--- config.mk ---
export PLATFORM = sky130hd
export DESIGN_NAME = dijet_pair_selector_top
export DESIGN_NICKNAME = d
export VERILOG_FILES = /design/src/rtl/dps_pkg.sv /design/src/rtl/dijet_pair_selector_top.sv /design/src/rtl/dps_ram.sv /design/src/rtl/dps_div.sv
export SDC_FILE = /design/constraint.sdc
export NUM_CORES = 2
export LEC_CHECK = 0
export BUFFER_PORTS_ARGS = -buffer_cell sky130_fd_sc_hd__clkbuf_2
export CORE_MARGIN = 2
export CORE_UTILIZATION = 45
export CTS_BUF_LIST = sky130_fd_sc_hd__clkbuf_8
export CTS_CLUSTER_SIZE = 16
export DETAILED_ROUTE_END_ITERATION = 10
export GPL_ROUTABILITY_DRIVEN = 0
export PLACE_DENSITY = 0.7
export SETUP_SLACK_MARGIN = 0.3
export SYNTH_ARGS = -nofsm -noshare
export SYNTH_HDL_FRONTEND = slang
export SYNTH_SLANG_ARGS = --single-unit
--- constraint.sdc ---
create_clock -name clk -period 16.22 [get_ports clk]
set_clock_uncertainty 0.05 [all_clocks]
set_input_delay 3.244 -clock clk [delete_from_list [all_inputs] [get_ports clk]]
set_output_delay 3.244 -clock clk [all_outputs]
set_load 0.01 [all_outputs]
--- src/rtl/dps_pkg.sv ---
// Package for the dijet pair selector: payload structs, status codes,
// register indexes, size constants and the azimuth wrap helper. No dependencies.
`default_nettype none
package dps_pkg;

	localparam int DPS_MAX_JETS = 64;

	localparam int PT_W    = 16;
	localparam int ETA_W   = 12;
	localparam int PHI_W   = 12;
	localparam int ASYM_W  = 16;

	localparam int CFG_IDX_W  = 4;
	localparam int CFG_DATA_W = 16;

	localparam logic [CFG_IDX_W-1:0] CFG_MIN_JET_PT    = 4'd0;
	localparam logic [CFG_IDX_W-1:0] CFG_MIN_LEAD_PT   = 4'd1;
	localparam logic [CFG_IDX_W-1:0] CFG_MAX_ABS_ETA   = 4'd2;
	localparam logic [CFG_IDX_W-1:0] CFG_MIN_DELTA_PHI = 4'd3;

	localparam logic [PT_W-1:0]  RST_MIN_JET_PT    = 16'd128;
	localparam logic [PT_W-1:0]  RST_MIN_LEAD_PT   = 16'd320;
	localparam logic [ETA_W-1:0] RST_MAX_ABS_ETA   = 12'd358;
	localparam logic [PHI_W-1:0] RST_MIN_DELTA_PHI = 12'd1792;

	// serial divider: numerator (L-S)<<16, denominator L+S
	localparam int DIV_NUM_W = 2 * PT_W;
	localparam int DIV_DEN_W = PT_W + 1;
	localparam int DIV_CNT_W = $clog2(DIV_NUM_W);

	typedef enum logic [1:0] {
		STAT_PAIR   = 2'd0,
		STAT_FEW    = 2'd1,
		STAT_SOFT   = 2'd2,
		STAT_NOPAIR = 2'd3
	} status_t;

	typedef struct packed {
		logic [PT_W-1:0]         jet_pt;
		logic signed [ETA_W-1:0] jet_eta;
		logic [PHI_W-1:0]        jet_phi;
		logic                    last_jet;
	} jet_in_t;

	typedef struct packed {
		status_t             status;
		logic [PT_W-1:0]     leader_pt;
		logic [PT_W-1:0]     partner_pt;
		logic [PHI_W-1:0]    delta_phi;
		logic [ASYM_W-1:0]   asymmetry;
		logic                overflow;
	} result_t;

	// one stored jet
	typedef struct packed {
		logic [PT_W-1:0]  pt;
		logic [PHI_W-1:0] phi;
	} jet_entry_t;

	localparam int ENTRY_W = $bits(jet_entry_t);

	// wrapped azimuth difference, 0..2048
	function automatic logic [PHI_W-1:0] wrap_dphi(input logic [PHI_W-1:0] a,
	                                               input logic [PHI_W-1:0] b);
		logic [PHI_W-1:0] d;
		d = a - b;
		if (d > 12'd2048) begin
			d = 12'd0 - d;
		end
		return d;
	endfunction

endpackage
`default_nettype wire

--- src/rtl/dijet_pair_selector_top.sv ---
// Dijet pair selector top level: jet filter and loader, store scan, result register.
// Depends on dps_pkg, dps_ram (jet store) and dps_div (asymmetry divider).
//
//  channel | signals                           | direction | transfer when
//  --------+-----------------------------------+-----------+----------------------------
//  input   | in_valid  in_ready  in_data       | in        | in_valid & in_ready
//  result  | out_valid out_ready out_data      | out       | out_valid & out_ready
//  config  | cfg_valid cfg_ready cfg_index/data| in        | cfg_valid & cfg_ready
//
// Sequence: a jet is taken on each input transfer. After the jet marked last_jet the
//   block passes the check state; unless too few jets are kept or the leader is too
//   soft, it then scans the store (one store read per cycle, registered RAM read), runs
//   the divider when a pair is found, and moves the result into the output register. The
//   scan over the store's single read port and the bit-serial divider dominate the sequence.
// Reset: control state and config registers return to defaults; the store is not
//   cleared, entries at or above kept_count are never read.
// Stalls: in_ready is high only while loading; a held result does not block loading
//   of the next event, only the hand-off of that event's result.
`default_nettype none
module dijet_pair_selector_top
	import dps_pkg::*;
#(
	parameter int MAX_JETS = DPS_MAX_JETS
) (
	input  wire logic                  clk,
	input  wire logic                  arst_n,
	input  wire logic                  in_valid,
	output      logic                  in_ready,
	input  wire jet_in_t               in_data,
	output      logic                  out_valid,
	input  wire logic                  out_ready,
	output      result_t               out_data,
	input  wire logic                  cfg_valid,
	output      logic                  cfg_ready,
	input  wire logic [CFG_IDX_W-1:0]  cfg_index,
	input  wire logic [CFG_DATA_W-1:0] cfg_data
);

	localparam int ADDR_W = $clog2(MAX_JETS);
	localparam int CNT_W  = $clog2(MAX_JETS + 1);

	typedef enum logic [4:0] {
		ST_LOAD   = 5'b00001,
		ST_CHECK  = 5'b00010,
		ST_SCAN   = 5'b00100,
		ST_DIV    = 5'b01000,
		ST_FINISH = 5'b10000
	} state_t;

	state_t state_q;

	// configuration registers
	logic [PT_W-1:0]  min_jet_pt_q;
	logic [PT_W-1:0]  min_lead_pt_q;
	logic [ETA_W-1:0] max_abs_eta_q;
	logic [PHI_W-1:0] min_delta_phi_q;

	// event state
	logic [CNT_W-1:0] kept_count_q;
	logic [PT_W-1:0]  leader_pt_q;
	logic [PHI_W-1:0] leader_phi_q;
	logic             dropped_q;

	// scan state
	logic [CNT_W-1:0] rd_cnt_q;
	logic             vld_s1;
	logic             found_q;
	logic [PT_W-1:0]  best_pt_q;
	logic [PHI_W-1:0] best_dphi_q;

	status_t           status_q;
	logic [ASYM_W-1:0] asym_q;
	logic              out_valid_q;
	result_t           out_data_q;

	// input decode
	logic             in_xfer;
	logic [ETA_W-1:0] abs_eta;
	logic             keep;
	logic             full;
	logic             store_we;

	// store access
	logic             rd_en;
	logic [ENTRY_W-1:0] rd_raw;
	jet_entry_t       rd_entry;
	jet_entry_t       wr_entry;
	logic [PHI_W-1:0] scan_dphi;
	logic             scan_hit;
	logic             scan_end;

	// divider
	logic                 div_start;
	logic                 div_done;
	logic [DIV_NUM_W-1:0] div_quot;
	logic [DIV_NUM_W-1:0] div_numer;
	logic [DIV_DEN_W-1:0] div_denom;

	logic out_free;

	assign in_ready  = (state_q == ST_LOAD);
	assign cfg_ready = 1'b1;
	assign in_xfer   = in_valid && in_ready;

	// absolute eta as unsigned; the most negative code maps to 2048
	assign abs_eta  = in_data.jet_eta[ETA_W-1] ? (ETA_W'(0) - in_data.jet_eta) :
	                  in_data.jet_eta;
	assign keep     = (in_data.jet_pt > min_jet_pt_q) && (abs_eta < max_abs_eta_q);
	assign full     = (kept_count_q == CNT_W'(MAX_JETS));
	assign store_we = in_xfer && keep && !full;

	assign wr_entry.pt  = in_data.jet_pt;
	assign wr_entry.phi = in_data.jet_phi;

	assign rd_en    = (state_q == ST_SCAN) && (rd_cnt_q < kept_count_q);
	assign rd_entry = jet_entry_t'(rd_raw);

	dps_ram #(
		.WIDTH (ENTRY_W),
		.DEPTH (MAX_JETS)
	) u_store (
		.clk   (clk),
		.we    (store_we),
		.waddr (kept_count_q[ADDR_W-1:0]),
		.wdata (ENTRY_W'(wr_entry)),
		.re    (rd_en),
		.raddr (rd_cnt_q[ADDR_W-1:0]),
		.rdata (rd_raw)
	);

	// compare the returning entry against the best partner so far
	assign scan_dphi = wrap_dphi(leader_phi_q, rd_entry.phi);
	assign scan_hit  = vld_s1 && (scan_dphi >= min_delta_phi_q) &&
	                   (!found_q || (rd_entry.pt > best_pt_q));
	assign scan_end  = (state_q == ST_SCAN) && !rd_en && !vld_s1;

	// leader is the maximum of kept jets, so the difference never goes negative
	assign div_start = scan_end && found_q;
	assign div_numer = {leader_pt_q - best_pt_q, {PT_W{1'b0}}};
	assign div_denom = {1'b0, leader_pt_q} + {1'b0, best_pt_q};

	dps_div u_div (
		.clk    (clk),
		.arst_n (arst_n),
		.start  (div_start),
		.numer  (div_numer),
		.denom  (div_denom),
		.done   (div_done),
		.quot   (div_quot)
	);

	assign out_free = !out_valid_q || out_ready;

	// configuration writes
	always_ff @(posedge clk or negedge arst_n) begin
		if (!arst_n) begin
			min_jet_pt_q    <= RST_MIN_JET_PT;
			min_lead_pt_q   <= RST_MIN_LEAD_PT;
			max_abs_eta_q   <= RST_MAX_ABS_ETA;
			min_delta_phi_q <= RST_MIN_DELTA_PHI;
		end else if (cfg_valid && cfg_ready) begin
			unique case (cfg_index)
				CFG_MIN_JET_PT:    min_jet_pt_q    <= cfg_data;
				CFG_MIN_LEAD_PT:   min_lead_pt_q   <= cfg_data;
				CFG_MAX_ABS_ETA:   max_abs_eta_q   <= cfg_data[ETA_W-1:0];
				CFG_MIN_DELTA_PHI: min_delta_phi_q <= cfg_data[PHI_W-1:0];
				default: ;
			endcase
		end
	end

	// sequencer and event state
	always_ff @(posedge clk or negedge arst_n) begin
		if (!arst_n) begin
			state_q      <= ST_LOAD;
			kept_count_q <= '0;
			leader_pt_q  <= '0;
			leader_phi_q <= '0;
			dropped_q    <= 1'b0;
			rd_cnt_q     <= '0;
			vld_s1       <= 1'b0;
			found_q      <= 1'b0;
			status_q     <= STAT_FEW;
			out_valid_q  <= 1'b0;
		end else begin
			vld_s1 <= rd_en;
			// raise the result when it moves into the output register, drop it on transfer
			if (state_q == ST_FINISH && out_free) begin
				out_valid_q <= 1'b1;
			end else if (out_valid_q && out_ready) begin
				out_valid_q <= 1'b0;
			end

			unique case (state_q)
				ST_LOAD: begin
					if (in_xfer) begin
						if (store_we) begin
							kept_count_q <= kept_count_q + CNT_W'(1);
							// earliest jet stays leader on equal momentum
							if (kept_count_q == '0 || in_data.jet_pt > leader_pt_q) begin
								leader_pt_q  <= in_data.jet_pt;
								leader_phi_q <= in_data.jet_phi;
							end
						end
						if (keep && full) begin
							dropped_q <= 1'b1;
						end
						if (in_data.last_jet) begin
							state_q <= ST_CHECK;
						end
					end
				end
				ST_CHECK: begin
					rd_cnt_q <= '0;
					found_q  <= 1'b0;
					if (kept_count_q < CNT_W'(2)) begin
						status_q <= STAT_FEW;
						state_q  <= ST_FINISH;
					end else if (leader_pt_q <= min_lead_pt_q) begin
						status_q <= STAT_SOFT;
						state_q  <= ST_FINISH;
					end else begin
						state_q <= ST_SCAN;
					end
				end
				ST_SCAN: begin
					if (rd_en) begin
						rd_cnt_q <= rd_cnt_q + CNT_W'(1);
					end
					if (scan_hit) begin
						found_q <= 1'b1;
					end
					if (scan_end) begin
						if (found_q) begin
							status_q <= STAT_PAIR;
							state_q  <= ST_DIV;
						end else begin
							status_q <= STAT_NOPAIR;
							state_q  <= ST_FINISH;
						end
					end
				end
				ST_DIV: begin
					if (div_done) begin
						state_q <= ST_FINISH;
					end
				end
				ST_FINISH: begin
					// hold until the output register is free, then clear the event
					if (out_free) begin
						kept_count_q <= '0;
						leader_pt_q  <= '0;
						leader_phi_q <= '0;
						dropped_q    <= 1'b0;
						state_q      <= ST_LOAD;
					end
				end
				default: state_q <= ST_LOAD;
			endcase
		end
	end

	// scan and result payload
	always_ff @(posedge clk) begin
		if (scan_hit) begin
			best_pt_q   <= rd_entry.pt;
			best_dphi_q <= scan_dphi;
		end
		if (div_done) begin
			asym_q <= (div_quot[DIV_NUM_W-1:ASYM_W] != '0) ? {ASYM_W{1'b1}} :
			          div_quot[ASYM_W-1:0];
		end
		if (state_q == ST_FINISH && out_free) begin
			out_data_q.status     <= status_q;
			out_data_q.leader_pt  <= (status_q == STAT_FEW) ? '0 : leader_pt_q;
			out_data_q.partner_pt <= (status_q == STAT_PAIR) ? best_pt_q : '0;
			out_data_q.delta_phi  <= (status_q == STAT_PAIR) ? best_dphi_q : '0;
			out_data_q.asymmetry  <= (status_q == STAT_PAIR) ? asym_q : '0;
			out_data_q.overflow   <= dropped_q;
		end
	end

	assign out_valid = out_valid_q;
	assign out_data  = out_data_q;

endmodule
`default_nettype wire

--- src/rtl/dps_ram.sv ---
// Generic single-port-write, single-port-read RAM with registered read data.
// No package dependency.
`default_nettype none
module dps_ram #(
	parameter int WIDTH = 28,
	parameter int DEPTH = 64
) (
	input  wire logic                     clk,
	input  wire logic                     we,
	input  wire logic [$clog2(DEPTH)-1:0] waddr,
	input  wire logic [WIDTH-1:0]         wdata,
	input  wire logic                     re,
	input  wire logic [$clog2(DEPTH)-1:0] raddr,
	output      logic [WIDTH-1:0]         rdata
);

	logic [WIDTH-1:0] mem [DEPTH];

	always_ff @(posedge clk) begin
		if (we) begin
			mem[waddr] <= wdata;
		end
		if (re) begin
			rdata <= mem[raddr];
		end
	end

endmodule
`default_nettype wire

--- src/rtl/dps_div.sv ---
// Restoring serial divider, one quotient bit per cycle.
// Depends on dps_pkg for operand widths.
`default_nettype none
module dps_div
	import dps_pkg::*;
(
	input  wire logic                 clk,
	input  wire logic                 arst_n,
	input  wire logic                 start,
	input  wire logic [DIV_NUM_W-1:0] numer,
	input  wire logic [DIV_DEN_W-1:0] denom,
	output      logic                 done,
	output      logic [DIV_NUM_W-1:0] quot
);

	logic [DIV_DEN_W-1:0] rem_q;
	logic [DIV_NUM_W-1:0] sh_q;
	logic [DIV_DEN_W-1:0] den_q;
	logic [DIV_CNT_W-1:0] cnt_q;
	logic                 busy_q;
	logic                 done_q;
	logic [DIV_DEN_W:0]   trial;
	logic                 ge;

	// the remainder stays below the divisor, so it fits the divisor's width
	assign trial = {rem_q, sh_q[DIV_NUM_W-1]};
	assign ge    = trial >= {1'b0, den_q};

	always_ff @(posedge clk or negedge arst_n) begin
		if (!arst_n) begin
			busy_q <= 1'b0;
			done_q <= 1'b0;
			cnt_q  <= '0;
		end else begin
			done_q <= 1'b0;
			if (start) begin
				busy_q <= 1'b1;
				cnt_q  <= '0;
			end else if (busy_q) begin
				cnt_q <= cnt_q + DIV_CNT_W'(1);
				if (cnt_q == DIV_CNT_W'(DIV_NUM_W - 1)) begin
					busy_q <= 1'b0;
					done_q <= 1'b1;
				end
			end
		end
	end

	always_ff @(posedge clk) begin
		if (start) begin
			rem_q <= '0;
			sh_q  <= numer;
			den_q <= denom;
		end else if (busy_q) begin
			rem_q <= ge ? DIV_DEN_W'(trial - {1'b0, den_q}) : trial[DIV_DEN_W-1:0];
			sh_q  <= {sh_q[DIV_NUM_W-2:0], ge};
		end
	end

	assign done = done_q;
	assign quot = sh_q;

endmodule
`default_nettype wire

==> reports/qor.csv <==
metric,value,unit
largest net degree at the start of global routing,152,
Final #Nets,4860,
count of pins over their slew limit,0,
vias in the first global route,43500,
WHS Path Cells,0,
Layout area overhead,12.4,%
routed vias/inst,6.01,
Startpoint Class,primary input,
I/O pin total,132,
Synth Warn #,0,
wire length per cell,30.6,µm
Hold Fails Final Rpt,0,
detailed placement HPWL,142,mm
Fmax,0.120,GHz
"Buf+Inv Stages, Crit Path",3,
worst hold start,u_store.rdata[19],
crit-path cells,"clkbuf_2, buf_4, inv_1, ha_1, and4_1, a211oi_1, o211ai_1, a21oi_2, nand3_1, or2_2, nor2_4",
commonest register cell after synthesis,edfxtp_1,
"commonest non-fill, non-tap cell in the layout",edfxtp_1,
Max Root-Sink Buffers,4,
Fill cells,14800,
post-synthesis mux area share,16.5,%
most frequent cells in the layout,"edfxtp_1 (1960), mux4_2 (588), clkbuf_8 (368)",
leak pwr,31.4,nW
main combinational cell family by area after synthesis,multiplexers,
Initial Util,45.2,%
pin slew with the least headroom to its limit,1210,ps
global router's overall resource usage,23.4,%
final instance area,0.0962,mm²
placed cell area,0.0899,mm²
reg2reg end,u_store.rdata[4],
# Post-CTS Setup Buffers,0,
family with the most delay on the worst path,simple AND/OR/NAND/NOR gates,
RSZ-0062 raised after global routing,false,
global-route wire length before repair,319,mm
Power Total,14.6,mW
initial antenna violation count,30,
Critical Path Slowest Stage Cell,a211oi_1,
Final ANT Viol Nets,0,
number of flops mapped to enable cells by yosys,1960,
status,completed,
slew margin rel.,18.9,%
complex-gate fraction of the synthesized area,2.77,%
die area,0.194,mm²
VDD IR max,0.000137,V
routed wire length,226,mm
Final Cycle Share,51.5,%
TNS Setup,0,ps
Synth Instances,4240,
Post-Synth XOR/XNOR Area,0.655,%
Synth Cell Area,0.0856,mm²
R2R setup slack,10410,ps
Rows,160,
grt total ovfl,0,
Worst R2R Start,rd_cnt_q[1],
hold path endpoint,best_pt_q[7],
"Async S/R FF share, synth",5.50,%
Hold WC Path Type,flip-flop to flip-flop,
Die H,440,µm
Syn Nets,4469,
crit path DAT,8880,ps
"Seq/Total Area, Yosys",72.9,%
crit path max fanout,66,
WP data required,16740,ps
# DRC,0,
clk sinks,2109,
post_cts resized,0,
clock root buffer,clkbuf_8,
"Worst Path Class, Setup",primary input to flip-flop,
"Setup violations, final",0,
sequential cell area,0.0625,mm²
#FFs+latches synth,2109,
R2R depth,6,
Max Cap Viol,0,
"Avg Cell Area, Syn",20.2,µm²
Worst-path clk slew,60,ps
CTS Hold Bufs,0,
Synth Area in Adders,2.42,%
clock period minus worst slack,8360,ps
Pwr Density,152,mW/mm²
Simple-Gate Fraction of Synth Area,3.04,%
"slowest stage delay, CP",1010,ps
worst-skew pair later-pin latency,1060,ps
share of layout cells above drive strength 1,29.0,%
DRT Pass-1 Iters,5,
CTS tree,yes,
total CTS buffers,354,
Detailed Route Iter0 Violations,6462,
Netlist cell types,82,
core area,0.190,mm²
Multi-input gate area,0.0222,mm²
Max H-tree Level,5,
# port buffers,130,
via count,44400,
die width,440,µm
CP endpoint kind,flip-flop,
## state kept, by name (all words and copies together) (netlist names), 2 cells and up
register         cells
out_data            63
u_div.rem_q         17
leader_phi_q        12
min_delta_phi_q     12
kept_count_q         7
max_abs_eta_q       12
min_lead_pt_q       16
state_q              5
asym_q              16
u_store.mem       1792
status_q             2
u_div.cnt_q          5
best_pt_q           16
min_jet_pt_q        16
rd_cnt_q             7
u_div.quot          32
u_div.den_q         17
leader_pt_q         16
best_dphi_q         12
u_store.rdata       28
## routing by layer
metal  vias to the layer above  share of wire [%]  global-route usage, %
li1                      18200                  -                      -
met1                     23200                 39                   32.6
met2                      2561                 46                   35.7
met3                       402                 11                   5.72
met4                        14                3.6                   8.88
met5                         -              0.040                      0
## cell families after synthesis
group	after synthesis
AO/OA/AOI/OAI	352
buffers and inverters	362
flip-flops	2109
AND/OR/NAND/NOR	516
multiplexers	673
adder cells (fa/ha/maj)	163
other	1
XOR/XNOR	64
## stage by stage
step / hold slack, ps / util (%) / setup WS [ps] / std cells
final: 407 / 50.8 / 7860 / 7390
after global routing: 411 / 50.8 / 7950 / 7387
after CTS: 406 / 50.7 / 8230 / 7382
after detailed placement: 395 / 47.4 / 7140 / 6786
after global placement: 395 / 47.4 / 7270 / 6786
after floorplan: 373 / - / 7190 / 4240
## cells in the mapped netlist, types with 30 or more instances
| master | count | area share, % |
|---|---|---|
| nor4_1 | 40 | 0.29 |
| and2_1 | 36 | 0.26 |
| nor2_1 | 137 | 0.60 |
| o21ai_0 | 70 | 0.41 |
| mux2_2 | 35 | 0.46 |
| edfxtp_1 | 1960 | 69 |
| dfxtp_1 | 33 | 0.77 |
| buf_2 | 49 | 0.29 |
| mux2i_1 | 49 | 0.57 |
| dfrtp_1 | 103 | 3.0 |
| inv_1 | 160 | 0.70 |
| a21oi_1 | 83 | 0.49 |
| a21o_1 | 40 | 0.35 |
| nand2_1 | 101 | 0.44 |
| nand3_1 | 34 | 0.20 |
| clkbuf_1 | 119 | 0.52 |
| mux4_2 | 588 | 15 |
| ha_1 | 159 | 2.3 |
| xnor2_1 | 47 | 0.48 |
| nor3_1 | 47 | 0.27 |
| a22o_1 | 30 | 0.31 |
## layout make-up
class	count	share of cell area [%]
Multi-Input combinational cell	1769	23.1
Clock buffer	368	5.26
Clock inverter	228	1.26
Inverter	163	0.636
Sequential cell	2109	64.9
Timing Repair Buffer	234	1.55
Antenna cell	8	0.0208
Tap cell	2511	3.27
## worst max-delay path by stage
| stage | startpoint | endpoint | slack, ps | depth (start not counted) |
|---|---|---|---|---|
| 2_1_floorplan | in_data[14] | u_store.mem[38][10] | 7190 | 15 |
| 4_1_cts | in_data[25] | u_store.mem[26][8] | 8230 | 11 |
| 3_3_place_gp | in_data[25] | u_store.mem[28][10] | 7270 | 11 |
| 6_report | in_data[25] | u_store.mem[61][20] | 7860 | 11 |
| 5_1_grt | in_data[25] | u_store.mem[30][10] | 7950 | 11 |
| 3_5_place_dp | in_data[25] | u_store.mem[26][9] | 7140 | 11 |
## where the power goes
| part | switching, mW | internal [mW] |
|---|---|---|
| clock network | 2.07 | 2.24 |
| logic | 2.34 | 1.63 |
| registers | 0.199 | 6.16 |
(Power assumes the default switching activity.)
